==> src/rtl/core/mf9_pkg.sv <==
// ----------------------------------------------------------------------------
// mf9_pkg: shared types and constants of the 9x9 median filter
// Geometry limits, stream item layouts and the configuration register map.
// ----------------------------------------------------------------------------
package mf9_pkg;

    localparam int DATA_W      = 8;
    localparam int MAX_WIDTH   = 1024;
    localparam int MAX_COMP    = 4;
    localparam int RADIUS      = 4;
    localparam int WIN_SIDE    = 2 * RADIUS + 1;
    localparam int WIN_COUNT   = WIN_SIDE * WIN_SIDE;
    localparam int MEDIAN_RANK = WIN_COUNT / 2 + 1;
    localparam int RANK_W      = $clog2(WIN_COUNT + 1);
    localparam int LINE_BYTES  = MAX_WIDTH * MAX_COMP;
    localparam int COL_W       = $clog2(LINE_BYTES);
    localparam int RB_W        = $clog2(LINE_BYTES + 1);
    localparam int WIDTH_W     = 11;
    localparam int HEIGHT_W    = 13;
    localparam int COMP_W      = 3;
    localparam int ROW_W       = HEIGHT_W;
    localparam int LEAD_W      = $clog2(RADIUS * LINE_BYTES + RADIUS * MAX_COMP + 1);
    localparam int LB_ROWS     = 2 * RADIUS;
    localparam int LB_W        = LB_ROWS * DATA_W;
    localparam int WIN_TAPS    = 2 * RADIUS * MAX_COMP + 1;
    localparam int QUEUE_DEPTH = 4;
    localparam int CFG_DATA_W  = 13;
    localparam int CFG_IDX_W   = 2;

    localparam int RST_FRAME_WIDTH  = 640;
    localparam int RST_FRAME_HEIGHT = 480;
    localparam int RST_COMP_COUNT   = 3;

    typedef enum logic [CFG_IDX_W-1:0] {
        CFG_FRAME_WIDTH  = 2'd0,
        CFG_FRAME_HEIGHT = 2'd1,
        CFG_COMP_COUNT   = 2'd2
    } t_cfg_idx;

    typedef struct packed {
        logic [DATA_W-1:0] pixel_byte;
        logic              flush;
    } t_in_item;

    typedef struct packed {
        logic [DATA_W-1:0] median_byte;
        logic              last_of_frame;
    } t_out_item;

    // effective frame geometry, derived from the configuration registers
    typedef struct packed {
        logic [RB_W-1:0]   row_bytes;
        logic [ROW_W-1:0]  rows;
        logic [COMP_W-1:0] comp;
        logic [LEAD_W-1:0] lag;
    } t_geom;

    // one raster step handed from the front to the back
    typedef struct packed {
        logic [DATA_W-1:0] data;
        logic [COL_W-1:0]  col;
        logic              emit;
        logic              last;
        logic [ROW_W-1:0]  out_row;
        logic [COL_W-1:0]  out_col;
    } t_step;

    typedef logic [WIN_COUNT-1:0][DATA_W-1:0] t_win_vals;

endpackage

==> src/rtl/core/mf9_front.sv <==
// ----------------------------------------------------------------------------
// mf9_front: input sequencer
// Accepts transactions, drops early flushes, tracks input and output raster
// positions and hands one step per remaining transaction to the queue.
// ----------------------------------------------------------------------------
module mf9_front (
    input  logic              i_clk,
    input  logic              i_rst_n,
    input  mf9_pkg::t_geom    i_geom,
    input  logic              i_restart,
    input  logic              i_valid,
    output logic              o_ready,
    input  mf9_pkg::t_in_item i_data,
    input  logic              i_full,
    output logic              o_push,
    output mf9_pkg::t_step    o_item
);

    localparam int RB_W = mf9_pkg::RB_W;

    logic [mf9_pkg::COL_W-1:0]  r_in_col, n_in_col;
    logic [mf9_pkg::ROW_W-1:0]  r_in_row, n_in_row;
    logic [mf9_pkg::COL_W-1:0]  r_out_col, n_out_col;
    logic [mf9_pkg::ROW_W-1:0]  r_out_row, n_out_row;
    logic [mf9_pkg::COL_W-1:0]  r_step_col, n_step_col;
    logic [mf9_pkg::LEAD_W-1:0] r_lead, n_lead;

    logic            accept, in_frame, ignore, emit, last;
    logic [RB_W-1:0] in_col_nx, out_col_nx, step_col_nx;
    logic [mf9_pkg::ROW_W-1:0] out_row_nx;

    assign o_ready  = !i_full;
    assign accept   = i_valid && !i_full;
    assign in_frame = (r_in_row < i_geom.rows);
    assign ignore   = in_frame && i_data.flush;
    assign emit     = (r_lead >= i_geom.lag);

    assign in_col_nx   = RB_W'(r_in_col) + RB_W'(1);
    assign out_col_nx  = RB_W'(r_out_col) + RB_W'(1);
    assign step_col_nx = RB_W'(r_step_col) + RB_W'(1);
    assign out_row_nx  = (out_col_nx >= i_geom.row_bytes) ? r_out_row + 1'b1 : r_out_row;
    assign last        = emit && (out_row_nx >= i_geom.rows);

    always_comb begin
        n_in_col   = r_in_col;
        n_in_row   = r_in_row;
        n_out_col  = r_out_col;
        n_out_row  = r_out_row;
        n_step_col = r_step_col;
        n_lead     = r_lead;
        if (i_restart) begin
            n_in_col   = '0;
            n_in_row   = '0;
            n_out_col  = '0;
            n_out_row  = '0;
            n_step_col = '0;
            n_lead     = '0;
        end else if (accept && !ignore) begin
            if (in_frame) begin
                if (in_col_nx >= i_geom.row_bytes) begin
                    n_in_col = '0;
                    n_in_row = r_in_row + 1'b1;
                end else begin
                    n_in_col = in_col_nx[mf9_pkg::COL_W-1:0];
                end
            end
            // line buffer column runs on through the drain
            if (step_col_nx >= i_geom.row_bytes) begin
                n_step_col = '0;
            end else begin
                n_step_col = step_col_nx[mf9_pkg::COL_W-1:0];
            end
            if (!emit) begin
                n_lead = r_lead + 1'b1;
            end else begin
                n_out_row = out_row_nx;
                if (out_col_nx >= i_geom.row_bytes) begin
                    n_out_col = '0;
                end else begin
                    n_out_col = out_col_nx[mf9_pkg::COL_W-1:0];
                end
            end
            if (last) begin
                n_in_col   = '0;
                n_in_row   = '0;
                n_out_col  = '0;
                n_out_row  = '0;
                n_step_col = '0;
                n_lead     = '0;
            end
        end
    end

    always_ff @(posedge i_clk) begin
        if (!i_rst_n) begin
            r_in_col   <= '0;
            r_in_row   <= '0;
            r_out_col  <= '0;
            r_out_row  <= '0;
            r_step_col <= '0;
            r_lead     <= '0;
        end else begin
            r_in_col   <= n_in_col;
            r_in_row   <= n_in_row;
            r_out_col  <= n_out_col;
            r_out_row  <= n_out_row;
            r_step_col <= n_step_col;
            r_lead     <= n_lead;
        end
    end

    assign o_push         = accept && !ignore;
    assign o_item.data    = i_data.pixel_byte;
    assign o_item.col     = r_step_col;
    assign o_item.emit    = emit;
    assign o_item.last    = last;
    assign o_item.out_row = r_out_row;
    assign o_item.out_col = r_out_col;

    a_last_restarts: assert property (@(posedge i_clk) disable iff (!i_rst_n)
        (o_push && o_item.last && !i_restart)
        |=> (r_in_row == '0 && r_lead == '0 && r_out_row == '0 && r_step_col == '0))
        else $error("frame counters not cleared after last output");

endmodule

==> config.mk <==
export PLATFORM = sky130hd
export DESIGN_NAME = mf9_front
export DESIGN_NICKNAME = d
export VERILOG_FILES = /design/src/rtl/core/mf9_pkg.sv /design/src/rtl/core/mf9_front.sv
export SDC_FILE = /design/constraint.sdc
export NUM_CORES = 1
export LEC_CHECK = 0
export BUFFER_PORTS_ARGS = -buffer_cell sky130_fd_sc_hd__buf_4
export CAP_MARGIN = 30
export CORE_ASPECT_RATIO = 1.4
export CORE_MARGIN = 1.5
export CORE_UTILIZATION = 61
export CTS_BUF_LIST = sky130_fd_sc_hd__clkbuf_16
export CTS_CLUSTER_SIZE = 16
export DETAILED_ROUTE_END_ITERATION = 7
export PLACE_DENSITY = 0.86
export SLEW_MARGIN = 20
export SYNTH_ARGS = -nofsm -noshare
export SYNTH_HDL_FRONTEND = slang
export SYNTH_SLANG_ARGS = --single-unit
==> constraint.sdc <==
create_clock -name i_clk -period 11.45 [get_ports i_clk]
set_input_delay 2.29 -clock i_clk [delete_from_list [all_inputs] [get_ports i_clk]]
set_output_delay 2.29 -clock i_clk [all_outputs]
set_load 0.01 [all_outputs]
==> run_results.csv <==
group,metric,value,unit
final_layout,layout-drive-gt1-share,0.155,
die,die_x,85.8,µm
route,initialDrtViolationCount,343,
critical_path,path_buf_inv,3,
timing,setup_tns,0,ps
clock_tree,tritoncts_clock_tree,"yes",
grt,grt_first_pass_wirelength,24800,µm
clock_tree,clock_tree.htree_level_count,3,
timing,period_share,0.735,
final_layout,num-fill-cells,741,
clock_tree,post_cts_hold_buffer_count,0,
placement,finalWeightedCongestion,0.882,
critical_path,timing.critical_path.cells,"buf_4, inv_1, ha_1, nand2_1, o21ai_0, a31oi_1, o21ai_1, and2_0, nand2_1, xnor2_1, ha_1, nand2_1, o21ai_0, a21oi_1, o31a_1, nor2_2, buf_4",
clock_tree,tritoncts.num_buffers,9,
die,die_height,119,µm
grt,gr-usage-all-layers,0.303,
critical_path,critPathKind,"primary input to output port",
route,drc,0,
clock_tree,cts.root.buffer_cell,"clkbuf_16",
critical_path,worst-endpoint-arrival,6130,ps
yosys,synth.cells.most_frequent,"ha_1, dfxtp_1, nand2_1, inv_1, a21oi_1",
yosys,synth_top_flop_cell,"dfxtp_1",
die,design.core.area,9410,µm²
yosys,synth_cells,712,
pwr,total_leakage_power,3.25,nW
die,io_pins,107,
critical_path,critical-path-top-delay-family,"compound AO/OA/AOI/OAI gates",
yosys,synth.yosys.warnings,0,
clock_tree,clock_tree.buffer_depth,2,
clock_tree,worst_setup_hold_path_clk_slew,60,ps
yosys,synth_top_cells_by_area,"dfxtp_1, ha_1, xnor2_1",
critical_path,cp_num_cells,17,
run,cap_viol_max_count,0,
yosys,synth.cell_area,5860,µm²
yosys,synth_top_cell_by_area,"dfxtp_1",
clock_tree,clkLatencyLatePin,340,ps
pwr,p_per_area,88.6,nW/µm²
timing,max_clock_freq,0.119,GHz
final_layout,antenna-diode-count,0,
timing,report.final.slew_viol_count,0,
yosys,ys_types,57,
route,final_antenna_net_count,0,
final_layout,multiInputGateArea,3970,µm²
worst_hold_path,worst_hold_path.num_cells,2,
timing,max_slew_margin,0.331,
die,start_util,0.623,
clock_tree,cts_setup_buffers,0,
yosys,average_cell_area_after_synthesis,8.23,µm²
route,drt-total-wl,15200,µm
grt,largest_net_degree_at_the_start_of_global_routing,27,
clock_tree,cts_num_sinks,77,
route,wl_per_cell,16.9,µm
clock_tree,post_cts.resized_instances,0,
timing,grt_setup_unrepaired,"no",
yosys,synth.ff_latch_count,77,
placement,place_worst_setup_slack,3090,ps
grt,gr-total-overflow,0,
critical_path,r2r_cells,23,
critical_path,slowest_delay,510,ps
outcome,run_status,"finished, final reports clean",
timing,finalClockSkew,13.7,ps
critical_path,timing.critical_path.mode_cell,"nand2_1",
timing,timing.final.setup_violations,0,
grt,grt_pass1_vias,5591,
timing,period_needed,8420,ps
final_layout,growth_of_design_area_from_synthesis_to_finish,16.2,%
critical_path,required,9160,ps
pwr,vdd.ir_drop.worst,0.0740,mV
yosys,synth.most_common_cell,"ha_1",
timing,count_of_final_hold_check_violations,0,
route,detailedRoute.firstPassIterationCount,6,
critical_path,crit_path_end_kind,"output port",
critical_path,worst-path-max-fanout,8,
final_layout,utilization,0.723,
critical_path,slowest_stage,"o21ai_1",
route,via_per_inst,6.26,
final_layout,design.final.nets,927,
grt,grt_antenna_before_repair,0,
route,routed-via-count,5623,
yosys,post-synth-top-area-fraction,0.263,
yosys,synth_nets,855,
yosys,synth_enable_flop_cells,0,
timing,worst-slew-pin-transition,1000,ps
die,row_count,42,
die,die_area,10200,µm²
placement,detailedPlacementHpwl,11400,µm
placement,buffer_ports.inserted,87,
critical_path,setup.worst_path.start_class,"primary input",
worst_hold_path,class_of_the_tightest_hold_or_removal_check,"flop to flop",
timing,fin_ws,3030,ps
yosys,proportion_of_register_bits_with_asynchronous_set_or_reset_after_synthesis,0,
final_layout,combined_flip_flop_and_latch_cell_area,1540,µm²
yosys,synth-seq-area-share,0.263,
stage by stage:
stage	power [mW]	instances	area [µm²]	hold WS [ps]
CTS	0.603	897	6800	497
global route	0.622	898	6800	529
detailed placement	0.324	882	6510	487
floorplan	0.304	712	5860	462
finish	0.603	898	6800	498
global placement	0.320	882	6510	475
worst reg2reg max path, stage by stage, from the launching register on:
cell and delay [ps]:
dfxtp_1 440, ha_1 270, nand3_1 160, nor2_1 220, and3_1 290, nand3_1 130, xnor2_1 170, ha_1 320
and4_1 230, nand2_1 60, o21ai_1 480, and2_0 410, nand2_1 170, xnor2_1 300, ha_1 320, a21oi_1 160
o21ai_0 160, a21oi_1 230, o31a_1 280, o21ai_0 110, buf_4 210, or3_1 540, nor3b_1 280, a21o_1 120
area by class of cell:
class / instances / share of cell area
repair buffers: 91 / 0.100
clock inverters: 6 / 0.00956
flip-flops and latches: 77 / 0.227
multi-input cells: 557 / 0.584
inverters: 48 / 0.0265
clock buffers: 9 / 0.0331
well taps: 110 / 0.0202
layout by cell type, fill, tap and decap left out, types with 31 or more instances in the layout:
cell     count
inv_1       45
xnor2_1     31
dfxtp_1     77
nor2_1      40
a21oi_1     43
nand2_1     67
nand3_1     39
ha_1        85
buf_4       91
o21ai_0     38
cells by family after synthesis:
family	after synthesis	synth area share
adder cells (fa/ha/maj)	85	0.182
buffers and inverters	78	0.0587
AND/OR/NAND/NOR	248	0.217
multiplexers	3	0.00555
AO/OA/AOI/OAI	167	0.193
XOR/XNOR	54	0.0808
flip-flops	77	0.263
registers in the layout, indices dropped and copies added (netlist names):
name,count
r_in_row,13
r_out_col,12
r_in_col,12
r_step_col,12
r_out_row,13
r_lead,15
per-layer routing:
metal | GRT usage | vias up | share of wire
met5 | 0 | - | 0
met2 | 0.556 | 226 | 0.52
met4 | 0.172 | 0 | 0.041
met3 | 0.0561 | 49 | 0.060
met1 | 0.314 | 2626 | 0.38
li1 | - | 2722 | -
worst paths after layout:
| kind | start | end | slack (ps) |
|---|---|---|---|
| max | i_geom[33] | o_item[25] | 3030 |
| min | r_step_col[1] | r_step_col[1] | 500 |
| max reg2reg | r_out_col[0] | r_out_col[8] | 5350 |
| min reg2reg | r_step_col[1] | r_step_col[1] | 500 |
power breakdown:
| part | internal (mW) | leakage [nW] | total [mW] | switching, mW |
|---|---|---|---|---|
| sequential | 0.268 | 0.620 | 0.268 | 0.000374 |
| clock | 0.167 | 0.131 | 0.284 | 0.117 |
| combinational | 0.0216 | 2.50 | 0.0501 | 0.0284 |
Power figures use the tool's default switching activity.
