File: config.mk
export PLATFORM = sky130hd
export DESIGN_NAME = mf9_queue
export DESIGN_NICKNAME = d
export VERILOG_FILES = /design/src/rtl/core/mf9_pkg.sv /design/src/rtl/core/mf9_queue.sv
export SDC_FILE = /design/constraint.sdc
export NUM_CORES = 1
export LEC_CHECK = 0
export BUFFER_PORTS_ARGS = -buffer_cell sky130_fd_sc_hd__buf_2
export CAP_MARGIN = 0
export CORE_AREA = 3 3 117 119
export DETAILED_ROUTE_END_ITERATION = 10
export DIE_AREA = 0 0 120 122
export PLACE_DENSITY = 0.86
export SLEW_MARGIN = 40
export SYNTH_ARGS = -nofsm -noshare
export SYNTH_HDL_FRONTEND = slang
export SYNTH_SLANG_ARGS = --single-unit
File: constraint.sdc
create_clock -name i_clk -period 3.14 [get_ports i_clk]
set_input_delay 0.942 -clock i_clk [delete_from_list [all_inputs] [get_ports i_clk]]
set_output_delay 0.942 -clock i_clk [all_outputs]
set_load 0.03 [all_outputs]
File: src/rtl/core/mf9_pkg.sv
// ----------------------------------------------------------------------------
// mf9_pkg: shared types and constants of the 9x9 median filter
// Geometry limits, stream item layouts and the configuration register map.
// ----------------------------------------------------------------------------
package mf9_pkg;

    localparam int DATA_W      = 8;
    localparam int MAX_WIDTH   = 1024;
    localparam int MAX_COMP    = 4;
    localparam int RADIUS      = 4;
    localparam int WIN_SIDE    = 2 * RADIUS + 1;
    localparam int WIN_COUNT   = WIN_SIDE * WIN_SIDE;
    localparam int MEDIAN_RANK = WIN_COUNT / 2 + 1;
    localparam int RANK_W      = $clog2(WIN_COUNT + 1);
    localparam int LINE_BYTES  = MAX_WIDTH * MAX_COMP;
    localparam int COL_W       = $clog2(LINE_BYTES);
    localparam int RB_W        = $clog2(LINE_BYTES + 1);
    localparam int WIDTH_W     = 11;
    localparam int HEIGHT_W    = 13;
    localparam int COMP_W      = 3;
    localparam int ROW_W       = HEIGHT_W;
    localparam int LEAD_W      = $clog2(RADIUS * LINE_BYTES + RADIUS * MAX_COMP + 1);
    localparam int LB_ROWS     = 2 * RADIUS;
    localparam int LB_W        = LB_ROWS * DATA_W;
    localparam int WIN_TAPS    = 2 * RADIUS * MAX_COMP + 1;
    localparam int QUEUE_DEPTH = 4;
    localparam int CFG_DATA_W  = 13;
    localparam int CFG_IDX_W   = 2;

    localparam int RST_FRAME_WIDTH  = 640;
    localparam int RST_FRAME_HEIGHT = 480;
    localparam int RST_COMP_COUNT   = 3;

    typedef enum logic [CFG_IDX_W-1:0] {
        CFG_FRAME_WIDTH  = 2'd0,
        CFG_FRAME_HEIGHT = 2'd1,
        CFG_COMP_COUNT   = 2'd2
    } t_cfg_idx;

    typedef struct packed {
        logic [DATA_W-1:0] pixel_byte;
        logic              flush;
    } t_in_item;

    typedef struct packed {
        logic [DATA_W-1:0] median_byte;
        logic              last_of_frame;
    } t_out_item;

    // effective frame geometry, derived from the configuration registers
    typedef struct packed {
        logic [RB_W-1:0]   row_bytes;
        logic [ROW_W-1:0]  rows;
        logic [COMP_W-1:0] comp;
        logic [LEAD_W-1:0] lag;
    } t_geom;

    // one raster step handed from the front to the back
    typedef struct packed {
        logic [DATA_W-1:0] data;
        logic [COL_W-1:0]  col;
        logic              emit;
        logic              last;
        logic [ROW_W-1:0]  out_row;
        logic [COL_W-1:0]  out_col;
    } t_step;

    typedef logic [WIN_COUNT-1:0][DATA_W-1:0] t_win_vals;

endpackage

File: src/rtl/core/mf9_queue.sv
// ----------------------------------------------------------------------------
// mf9_queue: step queue between front and back
// Small FIFO of raster steps so that either side can stall on its own.
// ----------------------------------------------------------------------------
module mf9_queue (
    input  logic            i_clk,
    input  logic            i_rst_n,
    input  logic            i_push,
    input  mf9_pkg::t_step  i_item,
    input  logic            i_pop,
    output mf9_pkg::t_step  o_head,
    output logic            o_nempty,
    output logic            o_full
);

    localparam int PTR_W = $clog2(mf9_pkg::QUEUE_DEPTH);
    localparam int CNT_W = $clog2(mf9_pkg::QUEUE_DEPTH + 1);

    mf9_pkg::t_step   r_mem [mf9_pkg::QUEUE_DEPTH];
    logic [PTR_W-1:0] r_wptr, n_wptr;
    logic [PTR_W-1:0] r_rptr, n_rptr;
    logic [CNT_W-1:0] r_count, n_count;

    always_comb begin
        n_wptr  = r_wptr;
        n_rptr  = r_rptr;
        n_count = r_count;
        if (i_push) begin
            n_wptr = r_wptr + PTR_W'(1);
        end
        if (i_pop) begin
            n_rptr = r_rptr + PTR_W'(1);
        end
        if (i_push && !i_pop) begin
            n_count = r_count + CNT_W'(1);
        end else if (!i_push && i_pop) begin
            n_count = r_count - CNT_W'(1);
        end
    end

    always_ff @(posedge i_clk) begin
        if (!i_rst_n) begin
            r_wptr  <= '0;
            r_rptr  <= '0;
            r_count <= '0;
        end else begin
            r_wptr  <= n_wptr;
            r_rptr  <= n_rptr;
            r_count <= n_count;
        end
        if (i_push) begin
            r_mem[r_wptr] <= i_item;
        end
    end

    assign o_head   = r_mem[r_rptr];
    assign o_nempty = (r_count != '0);
    assign o_full   = (r_count == CNT_W'(mf9_pkg::QUEUE_DEPTH));

    a_no_pop_empty: assert property (@(posedge i_clk) disable iff (!i_rst_n)
        i_pop |-> (r_count != '0))
        else $error("step popped from empty queue");

    a_no_push_full: assert property (@(posedge i_clk) disable iff (!i_rst_n)
        i_push |-> (r_count != CNT_W'(mf9_pkg::QUEUE_DEPTH)))
        else $error("step pushed into full queue");

endmodule

==> results of run 1 <==
sequential cells by signal, indices dropped and copies added, names as in the netlist, named ones only:
signal and cells:
r_wptr 2, r_mem 188, r_count 3, r_rptr 2
final timing paths:
kind | startpoint | endpoint | cells after the start
worst max register to register | r_wptr[0] | r_mem[0][19] | 4
worst max-delay path | flop | o_head[45] | 3
worst min-delay path | r_count[2] | r_count[2] | 2
worst min register to register | r_count[2] | r_count[2] | 2
kinds of logic after synthesis:
group                      Yosys count  share of synthesized area (%)
buffers and inverters               14                           1.62
DFF                                197                           80.3
adders and majority gates            6                           1.14
xor gates and xnor gates             5                          0.604
AOI/OAI and AO/OA                    2                          0.172
and+or+nand+nor                     15                           1.28
muxes                               49                           14.9
report_power, final:
part	internal (mW)	switching [mW]	total, mW
sequential	3.01	0.0411	3.06
combinational	0.272	0.445	0.717
clock	1.23	0.847	2.08
total	4.52	1.33	5.85
layer usage:
| layer | vias up | share of wire (%) | global-route usage [%] |
|---|---|---|---|
| met5 | - | 0 | 0 |
| met4 | 0 | 1.5 | 6.23 |
| met3 | 15 | 5.5 | 4.92 |
| met2 | 91 | 52 | 28.7 |
| met1 | 1651 | 41 | 23.7 |
| li1 | 1452 | - | - |
cells in the final DEF, fill, tap and decap left out, drive strengths merged:
cell	instances
nor3b	1
clkinvlp	2
fa	1
and2	9
xnor2	2
edfxtp	188
nand2	1
or3	2
clkinv	6
clkbuf	19
dfxtp	9
buf	110
ha	5
mux4	47
o21ai	1
mux2i	2
xor2	3
a21boi	1
nor2b	2
inv	4
bufinv	3
Yosys cell counts:
| cell | instances |
|---|---|
| clkbuf_1 | 1 |
| inv_1 | 4 |
| xnor2_1 | 2 |
| or3_1 | 2 |
| nand2_1 | 1 |
| mux2i_1 | 2 |
| buf_2 | 4 |
| nor3b_1 | 1 |
| xor2_1 | 3 |
| dfxtp_1 | 9 |
| buf_4 | 1 |
| and2_1 | 9 |
| buf_12 | 3 |
| o21ai_0 | 1 |
| buf_6 | 1 |
| a21boi_0 | 1 |
| fa_1 | 1 |
| edfxtp_1 | 188 |
| ha_1 | 5 |
| mux4_2 | 47 |
| nor2b_1 | 2 |
per-stage QoR:
step	util, %	total power, mW	hold WS [ns]	cell area [um2]	worst slack [ns]
after detailed placement	63.2	3.84	0.537	8000	0.616
after global placement	63.2	3.82	0.483	8000	0.632
after CTS	67.7	5.92	0.545	8570	0.172
after global routing	67.7	6.08	0.568	8570	0.121
after floorplan	-	3.61	0.467	7250	0.661
final	67.7	5.85	0.548	8570	0.228
final cells by class:
class	instances	area, um2
sequential	197	5830
fill	801	4100
multi-input combinational	77	1320
timing repair buffer	110	628
clock buffer	19	433
tap	172	215
clock inverter	11	136
inverter	4	15.0
critical path, stage by stage (launching register included):
cell	delay, ns
dfxtp_4	0.42
buf_12	0.34
mux4_2	0.59
buf_2	0.20
==> impl_metrics.tcl, run 1 <==
set metrics [dict create \
    status "complete, no violations" \
    detailed_place_hpwl_um 7530 \
    start_util_pct 57.2 \
    ant_nets 0 \
    synth_top_area_share_pct 77.8 \
    syn_nets 345 \
    tns_ns 0 \
    rsz0062_at_grt "no" \
    clockBufferDepth 2 \
    power_density_nw_per_um2 683 \
    cts_tree "yes" \
    ys_seq_area_share_pct 80.3 \
    portBuffers 99 \
    drive_gt1_share_pct 45.2 \
    grt_max_degree 43 \
    clock-skew-final_ns 0.00375 \
    p_leak_nw 2.93 \
    yosys.area.top_type "edfxtp_1" \
    root_buffer "clkbuf_16" \
    worstPathRequired_ns 2.20 \
    yosys_warnings 0 \
    min_period_over_period_pct 92.7 \
    dieArea_um2 14600 \
    drv_cap 0 \
    drc 0 \
    num_rows 41 \
    n_antenna_cell 0 \
    die_x_um 120 \
    routed_wirelength_um 12100 \
    relSlewSlack_pct 58.6 \
    avgSynthCellArea_um2 25.2 \
    hold_class "flop to flop" \
    cts_hold_buffers 0 \
    synthDistinctLibCells 21 \
    setup.worst_path.end_class "output port" \
    dpl.cell_count 560 \
    path_class "flop to output port" \
    clk-insertion-delay-late_ns 0.42 \
    grt_overflow 0 \
    cp.arrival_ns 1.97 \
    antenna_found_initial 0 \
    cts_buffers 17 \
    cts_resized 0 \
    synth_area_um2 7250 \
    ys_seq_elements 197 \
    synthCells 288 \
    grt_pass1_vias 3433 \
    die_h_um 122 \
    layoutNonFillerInstCount 590 \
    drt_iter0_markers 296 \
    core_area_um2 12700 \
    ys_top_cells_by_area "edfxtp_1, mux4_2, dfxtp_1, ha_1, buf_12" \
    firstDrtPassIters 4 \
    max_clock_freq_mhz 343 \
    reg2reg_slack_ns 1.40 \
    routabilityCongestion 0.689 \
    htreeDepth 4 \
    finalSetupViolCount 0 \
    fin_nets 464 \
    cts.sinks 197 \
    via_per_inst 5.44 \
    hold_violations 0 \
    boundaryPins 100 \
    critPathLaunchType "flop" \
    vdd_drop_max_mv 0.542 \
    grt_pass1_wl_um 19000 \
    track_usage_pct 17.8 \
    wl_per_cell_um 20.5 \
    routed-via-count 3209 \
    cts_setup_buffers 0 \
    worst_pin_slew_ns 0.621 \
    maxSlewViolCount 0 \
    syn_to_final_growth_pct 18.2 \
    cp_max_fo 42 \
    period_minus_slack_ns 2.91 \
    clk_pin_slew_worst_paths_ns 0.06 \
]
Note: power is estimated with default switching activity, not from simulation.
==> inputs of run 2 (changes only) <==
==> constraint.sdc (replaced) <==
create_clock -name i_clk -period 3.14 [get_ports i_clk]
set_input_delay 0.628 -clock i_clk [delete_from_list [all_inputs] [get_ports i_clk]]
set_output_delay 0.628 -clock i_clk [all_outputs]
set_load 0.03 [all_outputs]
==> run 2 against run 1 <==
Compared with the run above:
- maximum frequency grew 4.4%
- sequential cell count is the same
- highest routed layer unchanged
- largest power group unchanged
- combinational power shrank 3.3%
- core utilization is essentially flat
==> impl_metrics.tcl, run 2 (synthesis results as in run 1) <==
set metrics [dict create \
    cts.sinks 197 \
    setup.worst_path.end_class "output port" \
    n_antenna_cell 0 \
    clk-insertion-delay-late_ns 0.43 \
    drt_iter0_markers 289 \
    reg_top3 "r_mem: 188 flops, r_count: 3 flops" \
    drv_cap 0 \
    largest_register_ffs 188 \
    vdd_drop_max_mv 0.413 \
    stdcell_area_um2 8570 \
    layout_commonest_cell "edfxtp_1" \
    root_buffer "clkbuf_16" \
    grt_pass1_vias 3414 \
    rsz0062_at_grt "no" \
    start_util_pct 57.2 \
    routed_wirelength_um 12100 \
    hp-start "i_item[41]" \
    core_area_um2 12700 \
    p_leak_nw 2.93 \
    detailed_place_hpwl_um 7670 \
    die_h_um 122 \
    dieArea_um2 14600 \
    via_per_inst 5.49 \
    wl_met1_um 5070 \
    top_register "r_mem" \
    reg2reg_slack_ns 1.44 \
    worst_pin_slew_ns 0.599 \
    num_rows 41 \
    htreeDepth 4 \
    critPathBufInv 2 \
    power_density_nw_per_um2 685 \
    cts_buffers 17 \
    die_x_um 120 \
    cts_setup_buffers 0 \
    syn_to_final_growth_pct 18.2 \
    max_clock_freq_mhz 358 \
    antenna_found_initial 0 \
    placed_cell_area_um2 7990 \
    finalSetupViolCount 0 \
    rr_endpoint "r_mem[2][38]" \
    fill_cells 803 \
    cts_tree "yes" \
    portBuffers 99 \
    clock-skew-final_ns 0.0113 \
    maxSlewViolCount 0 \
    highest_layer "met4" \
    grt_pass1_wl_um 19300 \
    cp_max_fo 25 \
    wl_per_cell_um 20.5 \
    status "complete, no violations" \
    path_cells "buf_4 > mux4_2 > buf_2" \
    dr_wl_met3_um 663 \
    hold_class "input pin to flop" \
    relSlewSlack_pct 60.1 \
    cts_hold_buffers 0 \
    critPathLaunchType "flop" \
    final_util_pct 67.7 \
    whs_ns 0.414 \
    ant_nets 0 \
    min_delay_path_depth 1 \
    routabilityCongestion 0.675 \
    cp.arrival_ns 2.16 \
    tns_ns 0 \
    critPathMaxStageDelay_ns 0.68 \
    min_to "r_mem[1][41]" \
    cts_resized 0 \
    grt_overflow 0 \
    track_usage_pct 18.1 \
    period_minus_slack_ns 2.79 \
    clockBufferDepth 2 \
    boundaryPins 100 \
    path_class "flop to output port" \
    timing.rr.start "r_wptr[0]" \
    hold_violations 0 \
    ff2ff_path_depth 4 \
    cp_top_family "flip-flops" \
    min_period_over_period_pct 88.9 \
    drc 0 \
    met2_length_um 6190 \
    worstPathRequired_ns 2.51 \
    firstDrtPassIters 4 \
    layout_common_cells "edfxtp_1, buf_2, mux4_2" \
    fin_nets 462 \
    crit_path_top_delay_cell "dfxtp_4" \
    clk_pin_slew_worst_paths_ns 0.07 \
    grt_max_degree 30 \
    routed-via-count 3238 \
    drive_gt1_share_pct 45.9 \
]
-- run 2: power by group --
| part | total [mW] | switching, mW | leakage (nW) | internal, mW |
|---|---|---|---|---|
| sequential | 3.08 | 0.0647 | 1.80 | 3.01 |
| clock | 2.10 | 0.887 | 0.286 | 1.21 |
| combinational | 0.693 | 0.422 | 0.842 | 0.271 |
| total | 5.87 | 1.37 | 2.93 | 4.50 |
-- run 2: how the worst max path moves through the flow --
stage	to	slack, ns	depth (start not counted)	from
after global placement	o_head[41]	0.73	3	flop
after global routing	o_head[26]	0.17	3	flop
after CTS	o_head[26]	0.25	3	flop
after detailed placement	o_head[26]	0.73	3	flop
final	o_head[41]	0.35	3	flop
after floorplan	r_mem[0][0]	0.98	1	i_push
-- run 2: area by class of cell --
| type | count | area (um2) | area share (%) |
|---|---|---|---|
| Clock buffer | 20 | 457 | 5.33 |
| Inverter | 4 | 15.0 | 0.175 |
| Clock inverter | 12 | 126 | 1.47 |
| Timing Repair Buffer | 108 | 613 | 7.15 |
| Multi-Input combinational cell | 77 | 1320 | 15.3 |
| Tap cell | 172 | 215 | 2.51 |
| Sequential cell | 197 | 5830 | 68.0 |
-- run 2: worst register-to-register path, cell delays in order (launching register included) --
cell     delay, ns
dfxtp_1       0.35
inv_1         0.09
ha_1          0.15
and2_2        0.50
buf_12        0.29
-- run 2: through the flow --
stage / instances / setup WS, ns / total power [mW]
after global routing: 590 / 0.167 / 6.10
final: 590 / 0.350 / 5.87
after CTS: 590 / 0.254 / 5.93
after detailed placement: 558 / 0.728 / 3.84
after floorplan: 288 / 0.975 / 3.61
after global placement: 558 / 0.729 / 3.81
-- run 2: metal layers --
layer  vias to the layer above  track usage, %
li1                       1442               -
met1                      1690            24.9
met2                        92            28.2
met3                        14            5.34
met4                         0            6.44
met5                         -               0
